### src/rtl/cic_div_cell.sv
module cic_div_cell #(
    parameter int QW = 32,
    parameter int RW = 101,
    parameter int DW = 69,
    parameter int B = 0
) (
    input  logic          clk,
    input  logic          en,
    input  logic [RW-1:0] rem_in,
    input  logic [DW-1:0] den_in,
    input  logic [QW-1:0] quo_in,
    output logic [RW-1:0] rem_reg,
    output logic [DW-1:0] den_reg,
    output logic [QW-1:0] quo_reg
);

    logic [RW-1:0] trial;
    logic          ge;
    logic [RW-1:0] rem_next;
    logic [QW-1:0] quo_next;

    // One restoring step: try the divisor at this cell's bit weight.
    always_comb
    begin
        trial = RW'(den_in) << B;
        ge = rem_in >= trial;
        rem_next = ge ? (rem_in - trial) : rem_in;
        quo_next = quo_in;
        quo_next[B] = ge;
    end

    always_ff @(posedge clk)
    begin
        if (en)
        begin
            rem_reg <= rem_next;
            den_reg <= den_in;
            quo_reg <= quo_next;
        end
    end

endmodule

### config.mk
export PLATFORM = sky130hd
export DESIGN_NAME = cic_div_cell
export DESIGN_NICKNAME = d
export VERILOG_FILES = /design/src/rtl/cic_div_cell.sv
export SDC_FILE = /design/constraint.sdc
export NUM_CORES = 1
export LEC_CHECK = 0
export BUFFER_PORTS_ARGS = -buffer_cell sky130_fd_sc_hd__buf_2
export CORE_MARGIN = 10
export CORE_UTILIZATION = 50
export CTS_CLUSTER_DIAMETER = 200
export DETAILED_ROUTE_END_ITERATION = 8
export PLACE_DENSITY = 0.79
export SLEW_MARGIN = 20
export SYNTH_ARGS = -nofsm -noshare
export SYNTH_HDL_FRONTEND = slang
export SYNTH_SLANG_ARGS = --single-unit
export TNS_END_PERCENT = 20
### constraint.sdc
create_clock -name clk -period 4.49 [get_ports clk]
set_input_delay 0 -clock clk [delete_from_list [all_inputs] [get_ports clk]]
set_output_delay 0 -clock clk [all_outputs]
set_load 0.1 [all_outputs]
# Word level (Yosys, flattened, before mapping)
# Cells that the tools add are included.
# classes
magnitude_cmp	1
muxes	1
addsub	1
# ops
op	count
$ge 101x69->1	1
$mux 101	1
$sub 101x69->101	1
# totals
reg_bits	202
elab_cells	6
out_inout_bits	202
input_bits	204

# Logic depth before layout (Yosys ltp)
# Gate-level depths: netlist (run 1).
# logic_depth
depth_word	2
ltp_mapped	16
mapped_depth_nobuf	13

# Worst setup path after synthesis (run 1)
# OpenSTA, ideal clock, no wires.
# synth_path
kind	input to register
from	in den_in[14]
to	reg rem_reg[78], data pin
arrival_ns	2.899
stages	13
path_slack_ns	1.319
path_cell_list	inv_1 ha_1 clkbuf_1 nand4_1 or4_1 a21oi_1 o21ai_1 a2111oi_4 o21bai_2 or3_1 clkbuf_1 nor4_1 xor2_1
# synth_between
elab_chain_cells	2
# synth_lines
element	line	rtl
start, declared	10	input logic [DW-1:0] den_in,
$sub 101x69->101 / $ge 101x69->1 (equally long branches)	27, 26	
$mux 101 *	27	rem_next = ge ? (rem_in - trial) : rem_in;
net rem_next[78]	19	logic [RW-1:0] rem_next;
end signal, assigned	36	rem_reg <= rem_next;
end, declared	12	output logic [RW-1:0] rem_reg,
# The timed path passes the listed nets; every way through them passes the cells marked *.
# A chain may end at the register's enable or synchronous reset.

# Worst setup path after layout (run 1)
# layout_path
from	in rem_in[0]
to	reg rem_reg[86], data pin
# layout_between
elab_chain_cells	2
# layout_lines
element	line	rtl
start, declared	9	input logic [RW-1:0] rem_in,
$sub 101x69->101 / $ge 101x69->1 (equally long branches)	27, 26	
$mux 101 *	27	
net rem_next[86]	19	
# Marked as above.

==> results of run 1 <==
routing by layer:
metal / track usage, % / share of wire [%]
met5: 0 / 0
met4: 11.3 / 4.2
met3: 6.31 / 9.1
met2: 51.8 / 50
met1: 34.9 / 37
path summary, 6_finish.rpt:
kind                        from          end  slack [ps]  cells past startpoint
worst max-delay path   rem_in[0]  rem_reg[86]          90                     16
worst min-delay path  quo_in[18]  quo_reg[18]         190                      2
kinds of logic (layout without fill, tap and decap cells):
logic type	count (synthesis)	after routing	synth area share, %
multiplexers	4	4	0.351
XOR/XNOR	98	98	6.89
other	0	5	0
AND/OR/NAND/NOR	443	443	17.0
flip-flops	202	202	48.7
buffers and inverters	141	759	4.40
AO/OA/AOI/OAI	336	336	15.6
adder cells (fa/ha/maj)	70	70	7.09
layout make-up:
class,instances,area (um2),area share [%]
Inverter,86,323,1.82
Sequential cell,202,6070,34.2
Clock inverter,17,181,1.02
Multi-Input combinational cell,951,5880,33.2
Clock buffer,25,583,3.29
Tap cell,324,405,2.29
Timing Repair Buffer,631,4270,24.1
Antenna cell,5,12.5,0.0706
power by group through the flow:
stage                     combinational [W]  clock (W)  sequential (W)
final                               0.00290    0.00191         0.00240
after global routing                0.00303    0.00202         0.00241
after floorplan                    0.000610          0         0.00392
after CTS                           0.00286    0.00194         0.00239
after detailed placement            0.00270          0         0.00242
after global placement              0.00268          0         0.00242
layout by cell type (no fill, tap or decap), types with 47 or more instances in the layout:
cell type	instances
dlygate4sd3_1	208
nand2_1	167
inv_1	85
xnor2_1	53
buf_2	403
edfxtp_1	202
nor2_1	93
o21ai_0	135
nand4_1	47
a21oi_1	108
ha_1	67
through the flow:
stage	TNS, ps	hold slack, ps
final	0	190
after global routing	-4.86	186
after CTS	0	160
after detailed placement	0	178
after global placement	0	176
after floorplan	0	98.9
critical path: cells and delay by family:
kind / cells / cell delay [ps]
AND/OR/NAND/NOR: 5 / 1360
buffers and inverters: 4 / 1280
XOR/XNOR: 1 / 160
adder cells (fa/ha/maj): 2 / 640
AO/OA/AOI/OAI: 4 / 1210
timing repair:
action	4_1_cts	5_1_grt
endpoints found under the hold margin	201	0
setup endpoints to repair	0	5
hold buffers	208	0
gates resized for setup	0	7
buffers inserted	0	1
==> impl_metrics.tcl, run 1 <==
set metrics [dict create \
    grt_max_degree 119 \
    finalWirelength_mm 48.5 \
    cp-end-kind "flop" \
    switching_share_pct 43.4 \
    yosysTopAreaCell "edfxtp_1" \
    worstMarginPinSlew_ps 970 \
    drv_cap 0 \
    cp_data_required_time_ps 4750 \
    cts_max_level 1 \
    row_count 57 \
    finalPower_w 0.00721 \
    ir_drop_mv 0.321 \
    place_ws_ps 704 \
    power_density_nw_per_um2 407 \
    fmax_mhz 227 \
    fp.dieW_um 178 \
    die_area_um2 31600 \
    die_h_um 178 \
    synth_nets 1568 \
    pin_count 406 \
    cts_buffers 23 \
    synth.distinct_cells 62 \
    avgViaCountPerCell 5.76 \
    slowest_delay_ps 570 \
    gp_congestion 0.980 \
    clock_tree.root_cell "clkbuf_16" \
    finish.utilization_pct 72.6 \
    vias 12900 \
    cp_common_cell "dlygate4sd3_1" \
    drtIter0Drc 1262 \
    syn_avg_cell_area_um2 9.63 \
    core_area_um2 24400 \
    gr-total-overflow 0 \
    p_leak_nw 7.34 \
    status "completed" \
    power.share.combinational_pct 40.3 \
    synthArstFlopShare_pct 0 \
    design_area_um2 17700 \
    hold_path_class "in2reg" \
    grt_pass1_wl_mm 74.2 \
    arrival_ps 4660 \
    place_area_um2 14800 \
    synth_edf_count 202 \
    timing.final.crit_share_pct 97.9 \
    grtUsageTotal_pct 29.6 \
    hold_violations 0 \
    placed_cells 1985 \
    p_switching_w 0.00313 \
    drive_above_1_share_pct 25.3 \
    final_nets 2169 \
    clkPwrFrac_pct 26.5 \
    port_buffers 404 \
    dp_hpwl_mm 35.0 \
    cpMaxStageDelayCell "dlygate4sd3_1" \
    synth_top_area_share_pct 48.7 \
    finalMaxSlewViolations 0 \
    critPathKind "in2reg" \
    internal-power_w 0.00408 \
    ys_seq_area_share_pct 48.7 \
    synth_warnings 0 \
    fillers 1755 \
    grt_pass1_vias 13100 \
    synth_area_leaders "edfxtp_1 (49%), ha_1 (6.9%), o21ai_0 (5.4%), nand2_1 (5.0%), a21oi_1 (4.3%)" \
    antenna_found_initial 5 \
    cts.sinks 202 \
    clockBufferDepth 3 \
    cts_tree "yes" \
    synth-main-ff-cell "edfxtp_1" \
    antenna_left 0 \
    slew_headroom_pct 35.3 \
    syn_area_um2 12500 \
    grt_setup_unrepaired "true" \
    clk_pin_slew_ps 60 \
    cp-start-kind "primary input" \
    dr.pass1.iters 9 \
    largest_reg_flops 101 \
    p_seq_share_pct 33.3 \
    final-instance-count-excl-fill 2241 \
    initial_utilization_pct 51.1 \
    synthTopCellsByCount "edfxtp_1 (202), nand2_1 (167), o21ai_0 (135), a21oi_1 (108), nor2_1 (93)" \
    ys_seq_elements 202 \
    syn2layout_area_growth_pct 42.2 \
    syn_inst 1294 \
    worstPathCellList "dlygate4sd3_1 -> buf_2 -> inv_1 -> ha_1 -> fa_1 -> nor2b_1 -> o2111ai_1 -> a21oi_1 -> nor3_1 -> o21ba_2 -> or3b_2 -> a31oi_1 -> or3_1 -> nor4_1 -> xor2_1 -> dlygate4sd3_1" \
    avgRoutedWirePerCell_um 21.6 \
    finalCriticalPeriod_ps 4400 \
    setup_viol 0 \
    drc 0 \
    synth.most_common_cell "edfxtp_1" \
    finalWorstSetupSlack_ps 92.7 \
    worstPathMaxFanout 5 \
]
Power figures use the tool's default switching activity.
==> run 2: changes to the inputs <==
Settings changed: CORE_UTILIZATION 50 to 47, PLACE_DENSITY 0.79 to 0.75, RECOVER_POWER set to 50.
==> run 2 against run 1 <==
Net effect: the run now ends with capacitance limit, slew limit left; global-route usage fell by 3.0 points; via count fell by 2.5%; design area fell by 1.0%; sequential power barely moved.
==> impl_metrics.tcl, run 2 (synthesized netlist as in run 1, its figures left out) <==
set metrics [dict create \
    status "finished, violations left" \
    drive_above_1_share_pct 21.5 \
    clk_pin_slew_ps 60 \
    dr.pass1.iters 6 \
    avgRoutedWirePerCell_um 21.0 \
    clock_tree.root_cell "clkbuf_16" \
    drtIter0Drc 1149 \
    busiest_layer "met2" \
    worstPathCellList "dlygate4sd3_1 -> clkbuf_1 -> inv_1 -> ha_1 -> a21oi_1 -> o21ai_0 -> a21oi_1 -> o21bai_1 -> a221oi_2 -> a2111oi_4 -> buf_4 -> or4_1 -> or4b_1 -> xnor2_1 -> dlygate4sd3_1" \
    grtUsageTotal_pct 26.7 \
    place_area_um2 14800 \
    whs_ps 182 \
    clockBufferDepth 3 \
    final-instance-count-excl-fill 2239 \
    slowest_delay_ps 590 \
    violations "capacitance limit, slew limit" \
    final_cell_mix "buf_2 (334), dlygate4sd3_1 (205), edfxtp_1 (202), nand2_1 (167), o21ai_0 (135)" \
    die_area_um2 33400 \
    placed_cells 1992 \
    syn2layout_area_growth_pct 40.7 \
    pin_count 406 \
    gr-total-overflow 0 \
    worstPathMaxFanout 7 \
    grt_pass1_vias 12700 \
    finalCriticalPeriod_ps 4320 \
    hold_path_class "in2reg" \
    finalWirelength_mm 46.9 \
    path_buf_inv 5 \
    hold_violations 0 \
    cts_tree "yes" \
    cts.sinks 202 \
    mostFrequentLayoutCell "buf_2" \
    met1_usage_pct 32.5 \
    drc 0 \
    cts_max_level 1 \
    gp_congestion 0.943 \
    crit_family "buffers and inverters" \
    dp_hpwl_mm 34.8 \
    critPathKind "in2reg" \
    setup_viol 0 \
    row_count 59 \
    timing.final.crit_share_pct 96.3 \
    cp-start-kind "primary input" \
    core_area_um2 26100 \
    worstMarginPinSlew_ps 3000 \
    port_buffers 404 \
    die_h_um 183 \
    cpMaxStageDelayCell "or4_1" \
    drv_cap 2 \
    fp.dieW_um 183 \
    design_area_um2 17500 \
    slew_headroom_pct -100 \
    setup_tns_ps 0 \
    cts_buffers 23 \
    finalMaxSlewViolations 205 \
    fmax_mhz 231 \
    met2_usage_pct 46.0 \
    antenna_left 0 \
    grt_max_degree 115 \
    antenna_found_initial 2 \
    grt_setup_unrepaired "false" \
    finalPower_w 0.00716 \
    arrival_ps 4580 \
    cp-end-kind "flop" \
    p_leak_nw 7.10 \
    largest_reg_flops 101 \
    cp_data_required_time_ps 4750 \
    avgViaCountPerCell 5.62 \
    initial_utilization_pct 47.8 \
    vias 12600 \
    grt_pass1_wl_mm 72.1 \
    power_density_nw_per_um2 408 \
    met3_usage_pct 5.45 \
    final_nets 2162 \
    ir_drop_mv 0.454 \
]
run 2: cell types whose count changed in the layout (fill, tap and decap cells not counted), sizes merged:
| cell | previous run | this run |
|---|---|---|
| clkinv | 12 | 7 |
| buf | 422 | 348 |
| clkbuf | 26 | 97 |
| dlygate4sd3 | 208 | 205 |
| diode | 5 | 2 |
| clkinvlp | 1 | 2 |
run 2: final timing paths:
path | start | endpoint | cells past startpoint
setup / recovery | den_in[22] | rem_reg[77] | 15
hold / removal | quo_in[29] | quo_reg[29] | 2
run 2: where the power goes:
part	switching (W)	internal [W]
clock network	0.000773	0.00111
logic	0.00226	0.000605
registers	0.0000576	0.00234
run 2: what timing repair did:
item / 4_1_cts / 5_1_grt
gates resized for setup: 0 / 5
setup endpoints to repair: 0 / 2
hold buffers: 205 / 0
setup buffers: 0 / 1
endpoints found under the hold margin: 201 / 0
run 2: final cells by class:
type	count	area, um2
fill	2042	8530
sequential	202	6070
inverter	86	323
multi-input combinational	951	5870
antenna	2	5.00
timing repair buffer	624	4100
tap	335	419
clock inverter	13	155
clock buffer	26	587
run 2: metrics by stage:
step	util, %	setup slack (ps)
2_1_floorplan	-	1320
3_3_place_gp	56.8	358
3_5_place_dp	56.8	510
4_1_cts	67.5	75.0
5_1_grt	67.3	24.2
6_report	67.3	167
run 2: metal layers:
| layer | vias to the layer above | wire length (um) |
|---|---|---|
| li1 | 5912 | - |
| met1 | 5894 | 18200 |
| met2 | 663 | 23000 |
| met3 | 116 | 3920 |
| met4 | 0 | 1770 |
| met5 | - | 0 |
